[src/sv/ipc_pkg.sv]
// ----------------------------------------------------------------------------
// ipc_pkg
// Shared types and constants for the incremental PI current loop: register
// indexes, microcode word layout and the datapath widths.
// ----------------------------------------------------------------------------
package ipc_pkg;

   localparam int DATA_W    = 16;
   localparam int ERR_W     = 17;
   localparam int DELTA_W   = 18;
   localparam int MUL_A_W   = 17;
   localparam int MUL_B_W   = 18;
   localparam int PROD_W    = MUL_A_W + MUL_B_W;
   localparam int ACC_W     = PROD_W + 1;
   localparam int FRAC_GAIN = 12;
   localparam int FRAC_OUT  = 14;
   localparam int INC_W     = ACC_W - FRAC_GAIN;
   localparam int SUM_W     = INC_W + 1;
   localparam int CSR_IDX_W = 3;
   localparam int PC_W      = 3;

   localparam logic [CSR_IDX_W-1:0] CSR_REFERENCE = 3'd0;
   localparam logic [CSR_IDX_W-1:0] CSR_PGAIN     = 3'd1;
   localparam logic [CSR_IDX_W-1:0] CSR_IGAIN     = 3'd2;
   localparam logic [CSR_IDX_W-1:0] CSR_OUTMIN    = 3'd3;
   localparam logic [CSR_IDX_W-1:0] CSR_OUTMAX    = 3'd4;
   localparam logic [CSR_IDX_W-1:0] CSR_PERIOD    = 3'd5;

   localparam logic [DATA_W-1:0] REFERENCE_RST = 16'd16384;
   localparam logic [DATA_W-1:0] OUTMAX_RST    = 16'd16384;
   localparam logic [DATA_W-1:0] COMPARE_MAX   = 16'hFFFF;
   localparam logic [ACC_W-1:0]  ROUND_HALF    = ACC_W'(2048);

   localparam logic [PC_W-1:0] STEP_IDLE  = 3'd0;
   localparam logic [PC_W-1:0] STEP_KI    = 3'd1;
   localparam logic [PC_W-1:0] STEP_KP    = 3'd2;
   localparam logic [PC_W-1:0] STEP_CLAMP = 3'd3;
   localparam logic [PC_W-1:0] STEP_PWM   = 3'd4;

   typedef enum logic [1:0] {
      WAIT_NONE,
      WAIT_REQ,
      WAIT_OUT
   } wait_type;

   typedef enum logic [1:0] {
      MUL_NONE,
      MUL_KI_ERR,
      MUL_KP_DELTA,
      MUL_PERIOD_OUT
   } mul_sel_type;

   typedef enum logic [1:0] {
      ACC_HOLD,
      ACC_LOAD,
      ACC_ADD
   } acc_op_type;

   typedef struct packed {
      wait_type    wait_on;
      logic        last;
      mul_sel_type mul_sel;
      acc_op_type  acc_op;
      logic        load_err;
      logic        update_state;
      logic        emit;
   } ucode_type;

   typedef struct packed {
      logic      go;
      ucode_type word;
   } seq_ctl_type;

   typedef struct packed {
      logic signed [DATA_W-1:0] reference;
      logic signed [DATA_W-1:0] pgain;
      logic signed [DATA_W-1:0] igain;
      logic signed [DATA_W-1:0] outmin;
      logic signed [DATA_W-1:0] outmax;
      logic        [DATA_W-1:0] period;
   } cfg_type;

endpackage

[src/sv/incremental_pi_pwm_current_loop_top.sv]
// ----------------------------------------------------------------------------
// incremental_pi_pwm_current_loop_top
// Velocity-form PI current regulator with PWM compare output.
// ----------------------------------------------------------------------------
// Each accepted current sample runs four microprogram steps after the idle
// step that accepts it (integral product, proportional product, clamp, PWM
// scaling); the three product steps share one 17x18 multiplier. The result
// beat is registered when the PWM step completes. A new sample is taken only
// once the sequencer is back at its idle step, so samples do not overlap.
// The result register holds a finished beat while the next sample is
// accepted; the final step waits only if the previous result beat has not yet
// been taken. Registers may be written at any time the block is idle;
// csr_ready is always high.
// ----------------------------------------------------------------------------
module incremental_pi_pwm_current_loop_top (
   input  logic                                clock,
   input  logic                                reset,
   input  logic                                req_valid,
   output logic                                req_stall,
   input  logic signed [ipc_pkg::DATA_W-1:0]   req_current_sample,
   output logic                                rsp_valid,
   input  logic                                rsp_stall,
   output logic        [ipc_pkg::DATA_W-1:0]   rsp_compare_value,
   output logic signed [ipc_pkg::DATA_W-1:0]   rsp_duty_level,
   input  logic                                csr_valid,
   output logic                                csr_ready,
   input  logic        [ipc_pkg::CSR_IDX_W-1:0] csr_index,
   input  logic        [ipc_pkg::DATA_W-1:0]   csr_wdata
);

   ipc_pkg::cfg_type     cfg_ff;
   ipc_pkg::seq_ctl_type ctl;
   logic                 idle;
   logic                 out_free;
   logic                 rsp_valid_ff;
   logic                 rsp_valid_in;
   logic signed [ipc_pkg::DATA_W-1:0] held_output;

   assign csr_ready = 1'b1;

   always_ff @(posedge clock) begin
      if (reset) begin
         cfg_ff.reference <= ipc_pkg::REFERENCE_RST;
         cfg_ff.pgain     <= '0;
         cfg_ff.igain     <= '0;
         cfg_ff.outmin    <= '0;
         cfg_ff.outmax    <= ipc_pkg::OUTMAX_RST;
         cfg_ff.period    <= '0;
      end else if (csr_valid && csr_ready) begin
         case (csr_index)
            ipc_pkg::CSR_REFERENCE: cfg_ff.reference <= csr_wdata;
            ipc_pkg::CSR_PGAIN:     cfg_ff.pgain     <= csr_wdata;
            ipc_pkg::CSR_IGAIN:     cfg_ff.igain     <= csr_wdata;
            ipc_pkg::CSR_OUTMIN:    cfg_ff.outmin    <= csr_wdata;
            ipc_pkg::CSR_OUTMAX:    cfg_ff.outmax    <= csr_wdata;
            ipc_pkg::CSR_PERIOD:    cfg_ff.period    <= csr_wdata;
            default: ;
         endcase
      end
   end

   assign out_free = !rsp_valid_ff || !rsp_stall;

   ipc_sequencer u_seq (
      .clock     (clock),
      .reset     (reset),
      .req_valid (req_valid),
      .out_free  (out_free),
      .idle      (idle),
      .ctl       (ctl)
   );

   ipc_datapath u_dp (
      .clock         (clock),
      .reset         (reset),
      .ctl           (ctl),
      .cfg           (cfg_ff),
      .sample        (req_current_sample),
      .held_output   (held_output),
      .compare_value (rsp_compare_value),
      .duty_level    (rsp_duty_level)
   );

   assign req_stall = !idle;

   always_comb begin
      rsp_valid_in = rsp_valid_ff;
      if (ctl.go && ctl.word.emit) begin
         rsp_valid_in = 1'b1;
      end else if (!rsp_stall) begin
         rsp_valid_in = 1'b0;
      end
   end

   always_ff @(posedge clock) begin
      if (reset) begin
         rsp_valid_ff <= 1'b0;
      end else begin
         rsp_valid_ff <= rsp_valid_in;
      end
   end

   assign rsp_valid = rsp_valid_ff;

   a_busy_after_accept: assert property (@(posedge clock) disable iff (reset)
      (req_valid && !req_stall) |=> req_stall)
      else $error("sequencer did not leave idle after an accepted beat");

   a_emit_sets_valid: assert property (@(posedge clock) disable iff (reset)
      (ctl.go && ctl.word.emit) |=> rsp_valid)
      else $error("result beat not presented after emit step");

   a_held_above_min: assert property (@(posedge clock) disable iff (reset)
      (ctl.go && ctl.word.update_state) |=> (held_output >= cfg_ff.outmin))
      else $error("clamped output below minimum");

   a_negative_no_compare: assert property (@(posedge clock) disable iff (reset)
      (rsp_valid && rsp_duty_level[ipc_pkg::DATA_W-1]) |-> (rsp_compare_value == '0))
      else $error("negative duty produced nonzero compare value");

endmodule

[src/sv/ipc_ucode_rom.sv]
// ----------------------------------------------------------------------------
// ipc_ucode_rom
// Microprogram store: one control word per step of the regulator update.
// ----------------------------------------------------------------------------
module ipc_ucode_rom (
   input  logic [ipc_pkg::PC_W-1:0] pc,
   output ipc_pkg::ucode_type       word
);

   always_comb begin
      word = '{wait_on: ipc_pkg::WAIT_NONE, last: 1'b0, mul_sel: ipc_pkg::MUL_NONE,
               acc_op: ipc_pkg::ACC_HOLD, load_err: 1'b0, update_state: 1'b0,
               emit: 1'b0};
      case (pc)
         ipc_pkg::STEP_IDLE: begin
            word.wait_on  = ipc_pkg::WAIT_REQ;
            word.load_err = 1'b1;
         end
         ipc_pkg::STEP_KI: begin
            word.mul_sel = ipc_pkg::MUL_KI_ERR;
            word.acc_op  = ipc_pkg::ACC_LOAD;
         end
         ipc_pkg::STEP_KP: begin
            word.mul_sel = ipc_pkg::MUL_KP_DELTA;
            word.acc_op  = ipc_pkg::ACC_ADD;
         end
         ipc_pkg::STEP_CLAMP: begin
            word.update_state = 1'b1;
         end
         ipc_pkg::STEP_PWM: begin
            word.wait_on = ipc_pkg::WAIT_OUT;
            word.mul_sel = ipc_pkg::MUL_PERIOD_OUT;
            word.emit    = 1'b1;
            word.last    = 1'b1;
         end
         default: begin
            word.last = 1'b1;
         end
      endcase
   end

endmodule

[src/sv/ipc_sequencer.sv]
// ----------------------------------------------------------------------------
// ipc_sequencer
// Step counter with wait conditions; fetches the control word and advances.
// ----------------------------------------------------------------------------
module ipc_sequencer (
   input  logic                     clock,
   input  logic                     reset,
   input  logic                     req_valid,
   input  logic                     out_free,
   output logic                     idle,
   output ipc_pkg::seq_ctl_type     ctl
);

   logic [ipc_pkg::PC_W-1:0] pc_ff;
   logic [ipc_pkg::PC_W-1:0] pc_in;
   ipc_pkg::ucode_type       word;
   logic                     go;

   ipc_ucode_rom u_rom (
      .pc   (pc_ff),
      .word (word)
   );

   always_comb begin
      case (word.wait_on)
         ipc_pkg::WAIT_NONE: go = 1'b1;
         ipc_pkg::WAIT_REQ:  go = req_valid;
         ipc_pkg::WAIT_OUT:  go = out_free;
         default:            go = 1'b0;
      endcase
   end

   always_comb begin
      pc_in = pc_ff;
      if (go) begin
         pc_in = word.last ? ipc_pkg::STEP_IDLE : pc_ff + 1'b1;
      end
   end

   always_ff @(posedge clock) begin
      if (reset) begin
         pc_ff <= ipc_pkg::STEP_IDLE;
      end else begin
         pc_ff <= pc_in;
      end
   end

   assign idle     = (pc_ff == ipc_pkg::STEP_IDLE);
   assign ctl.go   = go;
   assign ctl.word = word;

endmodule

[src/sv/ipc_datapath.sv]
// ----------------------------------------------------------------------------
// ipc_datapath
// Error registers, shared multiplier, accumulator, rounding and clamp, PWM
// scaling and the result payload registers.
// ----------------------------------------------------------------------------
module ipc_datapath (
   input  logic                               clock,
   input  logic                               reset,
   input  ipc_pkg::seq_ctl_type               ctl,
   input  ipc_pkg::cfg_type                   cfg,
   input  logic signed [ipc_pkg::DATA_W-1:0]  sample,
   output logic signed [ipc_pkg::DATA_W-1:0]  held_output,
   output logic        [ipc_pkg::DATA_W-1:0]  compare_value,
   output logic signed [ipc_pkg::DATA_W-1:0]  duty_level
);

   logic signed [ipc_pkg::ERR_W-1:0]   err_ff;
   logic signed [ipc_pkg::ERR_W-1:0]   err_in;
   logic signed [ipc_pkg::ERR_W-1:0]   prev_err_ff;
   logic signed [ipc_pkg::DELTA_W-1:0] delta_ff;
   logic signed [ipc_pkg::DELTA_W-1:0] delta_in;
   logic signed [ipc_pkg::ACC_W-1:0]   acc_ff;
   logic signed [ipc_pkg::ACC_W-1:0]   acc_in;
   logic signed [ipc_pkg::DATA_W-1:0]  held_ff;
   logic signed [ipc_pkg::DATA_W-1:0]  held_in;
   logic        [ipc_pkg::DATA_W-1:0]  cmp_ff;
   logic        [ipc_pkg::DATA_W-1:0]  cmp_in;
   logic signed [ipc_pkg::DATA_W-1:0]  duty_ff;

   logic signed [ipc_pkg::MUL_A_W-1:0] mul_a;
   logic signed [ipc_pkg::MUL_B_W-1:0] mul_b;
   logic signed [ipc_pkg::PROD_W-1:0]  prod;
   logic signed [ipc_pkg::ACC_W-1:0]   rnd_sum;
   logic signed [ipc_pkg::INC_W-1:0]   inc;
   logic signed [ipc_pkg::SUM_W-1:0]   total;
   logic signed [ipc_pkg::SUM_W-1:0]   hi_ext;
   logic signed [ipc_pkg::SUM_W-1:0]   lo_ext;
   logic signed [ipc_pkg::SUM_W-1:0]   upper_cut;
   logic signed [ipc_pkg::SUM_W-1:0]   clamped;

   assign err_in   = ipc_pkg::ERR_W'(cfg.reference) - ipc_pkg::ERR_W'(sample);
   assign delta_in = ipc_pkg::DELTA_W'(err_in) - ipc_pkg::DELTA_W'(prev_err_ff);

   always_comb begin
      case (ctl.word.mul_sel)
         ipc_pkg::MUL_KI_ERR: begin
            mul_a = ipc_pkg::MUL_A_W'(cfg.igain);
            mul_b = ipc_pkg::MUL_B_W'(err_ff);
         end
         ipc_pkg::MUL_KP_DELTA: begin
            mul_a = ipc_pkg::MUL_A_W'(cfg.pgain);
            mul_b = delta_ff;
         end
         ipc_pkg::MUL_PERIOD_OUT: begin
            mul_a = $signed({1'b0, cfg.period});
            mul_b = ipc_pkg::MUL_B_W'(held_ff);
         end
         default: begin
            mul_a = '0;
            mul_b = '0;
         end
      endcase
   end

   assign prod = mul_a * mul_b;

   always_comb begin
      case (ctl.word.acc_op)
         ipc_pkg::ACC_LOAD: acc_in = ipc_pkg::ACC_W'(prod);
         ipc_pkg::ACC_ADD:  acc_in = acc_ff + ipc_pkg::ACC_W'(prod);
         default:           acc_in = acc_ff;
      endcase
   end

   // round half up from Q.12 to whole units, then add and clamp: maximum first, minimum last
   assign rnd_sum   = acc_ff + $signed(ipc_pkg::ROUND_HALF);
   assign inc       = $signed(rnd_sum[ipc_pkg::ACC_W-1:ipc_pkg::FRAC_GAIN]);
   assign total     = ipc_pkg::SUM_W'(held_ff) + ipc_pkg::SUM_W'(inc);
   assign hi_ext    = ipc_pkg::SUM_W'(cfg.outmax);
   assign lo_ext    = ipc_pkg::SUM_W'(cfg.outmin);
   assign upper_cut = (total > hi_ext) ? hi_ext : total;
   assign clamped   = (upper_cut < lo_ext) ? lo_ext : upper_cut;
   assign held_in   = clamped[ipc_pkg::DATA_W-1:0];

   always_comb begin
      if (held_ff <= 0) begin
         cmp_in = '0;
      end else if (|prod[ipc_pkg::PROD_W-1:ipc_pkg::FRAC_OUT+ipc_pkg::DATA_W]) begin
         cmp_in = ipc_pkg::COMPARE_MAX;
      end else begin
         cmp_in = prod[ipc_pkg::FRAC_OUT+ipc_pkg::DATA_W-1:ipc_pkg::FRAC_OUT];
      end
   end

   always_ff @(posedge clock) begin
      if (reset) begin
         prev_err_ff <= '0;
         held_ff     <= '0;
      end else if (ctl.go && ctl.word.update_state) begin
         prev_err_ff <= err_ff;
         held_ff     <= held_in;
      end
   end

   always_ff @(posedge clock) begin
      if (ctl.go && ctl.word.load_err) begin
         err_ff   <= err_in;
         delta_ff <= delta_in;
      end
      if (ctl.go) begin
         acc_ff <= acc_in;
      end
      if (ctl.go && ctl.word.emit) begin
         cmp_ff  <= cmp_in;
         duty_ff <= held_ff;
      end
   end

   assign held_output   = held_ff;
   assign compare_value = cmp_ff;
   assign duty_level    = duty_ff;

endmodule
[config.mk]
export PLATFORM = sky130hd
export DESIGN_NAME = incremental_pi_pwm_current_loop_top
export DESIGN_NICKNAME = d
export VERILOG_FILES = /design/src/sv/ipc_pkg.sv /design/src/sv/incremental_pi_pwm_current_loop_top.sv /design/src/sv/ipc_ucode_rom.sv /design/src/sv/ipc_sequencer.sv /design/src/sv/ipc_datapath.sv
export SDC_FILE = /design/constraint.sdc
export NUM_CORES = 2
export LEC_CHECK = 0
export ABC_AREA = 1
export BUFFER_PORTS_ARGS = -buffer_cell sky130_fd_sc_hd__buf_4
export CAP_MARGIN = 5
export CELL_PAD_IN_SITES_DETAIL_PLACEMENT = 1
export CELL_PAD_IN_SITES_GLOBAL_PLACEMENT = 1
export CORE_AREA = 2 2 287 204
export CTS_CLUSTER_DIAMETER = 30
export DETAILED_ROUTE_END_ITERATION = 8
export DIE_AREA = 0 0 289 206
export GPL_ROUTABILITY_DRIVEN = 0
export GPL_TIMING_DRIVEN = 0
export PLACE_DENSITY = 0.82
export SYNTH_ARGS = -nofsm -noshare
export SYNTH_HDL_FRONTEND = slang
export SYNTH_SLANG_ARGS = --single-unit
[constraint.sdc]
create_clock -name clock -period 10.7 [get_ports clock]
set_input_delay 1.605 -clock clock [delete_from_list [all_inputs] [get_ports clock]]
set_output_delay 1.605 -clock clock [all_outputs]
set_load 0.02 [all_outputs]
==> impl_metrics.json <==
{
  "status": "finished, final reports clean",
  "cp_slowest_cell": "fa_1",
  "clk_pin_slew_ns": 0.06,
  "fin_nets": 4171,
  "crit_path_start_kind": "register",
  "syn2layout_area_growth_pct": 13.9,
  "grt_max_degree": 31,
  "grt.overflow.total": 0,
  "ctsHtreeMaxLevel": 2,
  "required_ns": 11.02,
  "finalSetupTns_ns": 0,
  "ctsLongestPathBuffers": 3,
  "synthesis.nets": 4026,
  "reg2regPathDepth": 40,
  "synth_top_flop_cell": "dfxtp_1",
  "port_buffers": 73,
  "cts_tree": "yes",
  "routed_wl_mm": 105,
  "initial_utilization_pct": 48.1,
  "worstHoldPathType": "reg2reg",
  "tightest_slew_ns": 1.18,
  "track_usage_pct": 35.7,
  "placed_area_mm2": 0.0291,
  "final_cell_mix": "750 x inv_1, 444 x nand2_1, 395 x nor2_1",
  "seq_area_frac_synth_pct": 20.9,
  "clock-sinks": 236,
  "design_area_mm2": 0.0313,
  "finalHoldViolations": 0,
  "coreArea_mm2": 0.0572,
  "fp.dieW_um": 289,
  "max_cap_viol_count": 0,
  "die_h_um": 206,
  "min_period_ns": 10.41,
  "synth_seq_cells": 236,
  "crit_path_max_incr_delay_ns": 0.61,
  "grt_pass1_wl_mm": 160,
  "drt_iter0_markers": 2458,
  "yosysTopAreaCellShare_pct": 22.9,
  "rsz0062_at_grt": "true",
  "n_fill_cell": 6985,
  "seq_area_mm2": 0.00576,
  "synth_edf_count": 103,
  "antenna_found_initial": 6,
  "synth_area_leaders": "fa_1 23%, edfxtp_1 11%, ha_1 11%, inv_1 10%, dfxtp_1 9.7%",
  "crit_top_cell": "inv_1",
  "clock_skew_ns": 0.0237,
  "die_area_mm2": 0.0595,
  "setup_viol": 0,
  "async_flop_share_pct": 0,
  "syn_avg_cell_area_um2": 8.02,
  "cts_root_buf": "clkbuf_16",
  "arrival_ns": 10.73,
  "final_common_cell": "inv_1",
  "timing.final.crit_share_pct": 97.3,
  "vias": 25356,
  "hold_depth": 2,
  "netlist.top_cell.by_area": "fa_1",
  "slew_violations": 0,
  "yosys.cell_types.count": 67,
  "crit_fanout": 10,
  "wl_per_cell_um": 24.1,
  "rows": 74,
  "multi_input_area_mm2": 0.0189,
  "drive_gt1_share_pct": 9.83,
  "worst_setup_path_end_kind": "register",
  "ios": 75,
  "syn_area_mm2": 0.0275,
  "routed_via_density": 5.80,
  "syn_inst": 3431,
  "fmax_ghz": 0.0961,
  "grt_pass1_vias": 26341,
  "insertion_delay_ns": 0.57,
  "hold_buffers": 0,
  "p_leak_nw": 15.4,
  "hpwl_mm": 83.3,
  "postRouteAntennaNets": 0,
  "power_density_mw_per_mm2": 224,
  "cts_made_buffers": 43,
  "ir_worst_vdd_mv": 0.379,
  "relSlewSlack_pct": 20.8,
  "path_class": "reg2reg",
  "yosysWarnings": 0,
  "drc": 0,
  "first_pass_iters": 5
}
==> synthesized netlist by cell type, types with 4 or more instances <==
master	number
xor2_1	85
nand3_1	90
o221ai_1	4
xor2_2	4
nand2_2	6
nand4_1	21
a221oi_1	25
clkbuf_1	74
nor2_1	401
o21ai_1	14
dfxtp_1	133
a221oi_2	7
inv_2	4
a21boi_1	7
a31oi_1	16
o21ai_0	222
inv_1	755
a21o_1	18
nand3b_1	13
fa_1	315
nor4_1	9
nand2_4	4
clkinv_1	7
nand2_1	444
a21boi_0	4
buf_6	6
buf_2	12
or2_2	6
edfxtp_1	103
ha_1	240
nand3_2	20
a21oi_1	227
xnor2_1	43
o21a_1	10
o21bai_1	7
nor3_1	20
==> stage by stage <==
stage / total power [W] / utilization (%) / instances / worst slack (ns) / hold slack, ns
after global routing: 0.00742 / 54.8 / 4371 / -0.109 / 0.481
final: 0.00701 / 54.8 / 4374 / 0.292 / 0.461
after global placement: 0.00504 / 50.7 / 4264 / -0.921 / 0.442
after floorplan: 0.00397 / - / 3431 / 2.08 / 0.430
after CTS: 0.00675 / 53.8 / 4353 / 0.00412 / 0.460
after detailed placement: 0.00522 / 50.9 / 4273 / -0.892 / 0.449
==> flip-flops by register name, indices dropped and copies added, names as in the netlist, 3 cells and up <==
name,flops
u_dp.compare_value,16
u_dp.err_ff,17
u_dp.delta_ff,18
u_dp.duty_level,16
u_seq.pc_ff,3
u_dp.acc_ff,36
cfg_ff,96
u_dp.prev_err_ff,17
u_dp.held_output,16
==> layer usage <==
| layer | vias to the layer above | wire length [um] | global-route usage (%) |
|---|---|---|---|
| met5 | - | 13 | 0 |
| met4 | 2 | 2810 | 8.30 |
| met3 | 196 | 10900 | 8.62 |
| met2 | 1215 | 44200 | 52.3 |
| met1 | 12844 | 47400 | 52.8 |
| li1 | 11099 | - | - |
==> area by class of cell <==
type	instances	share of cell area, %
multi-input combinational	2336	60.4
clock buffer	47	3.55
buffer	91	1.59
tap	760	3.03
inverter	766	9.22
clock inverter	33	1.15
timing repair buffer	102	2.63
sequential	236	18.4
antenna	3	0.0240
==> final timing paths <==
kind	endpoint	slack (ns)	startpoint
worst max-delay path	u_dp.acc_ff[34]	0.29	u_seq.pc_ff[0]
worst min-delay path	cfg_ff[5]	0.46	cfg_ff[5]
worst max register to register	u_dp.acc_ff[34]	0.29	u_seq.pc_ff[0]
worst min register to register	cfg_ff[5]	0.46	cfg_ff[5]
==> report_power, final <==
| group | internal (W) | switching, W |
|---|---|---|
| Clock | 0.000861 | 0.000557 |
| Combinational | 0.00139 | 0.00288 |
| Sequential | 0.00117 | 0.000162 |
| Total | 0.00342 | 0.00359 |
==> kinds of logic after synthesis <==
group | after synthesis | share of synthesized area, %
flip-flops | 236 | 20.9
buffers and inverters | 859 | 12.0
XOR/XNOR | 132 | 4.31
adder cells (fa/ha/maj) | 555 | 33.8
AND/OR/NAND/NOR | 1055 | 16.5
AO/OA/AOI/OAI | 593 | 12.5
other | 1 | 0.0136
==> repair_timing <==
action                     4_1_cts  5_1_grt
pin swaps                        0        4
setup buffers                    1       19
setup endpoints to repair       11       15
resized for setup               31      141
==> worst max-delay path, delay by kind of cell (launching register included) <==
family / cells / cell delay, ns
flops: 1 / 0.44
compound gates: 9 / 1.59
xor+xnor: 1 / 0.30
buf+inv: 10 / 1.88
fa+ha+maj: 9 / 4.19
simple gates: 11 / 1.72
No activity file was read; power rests on OpenSTA's default activity.
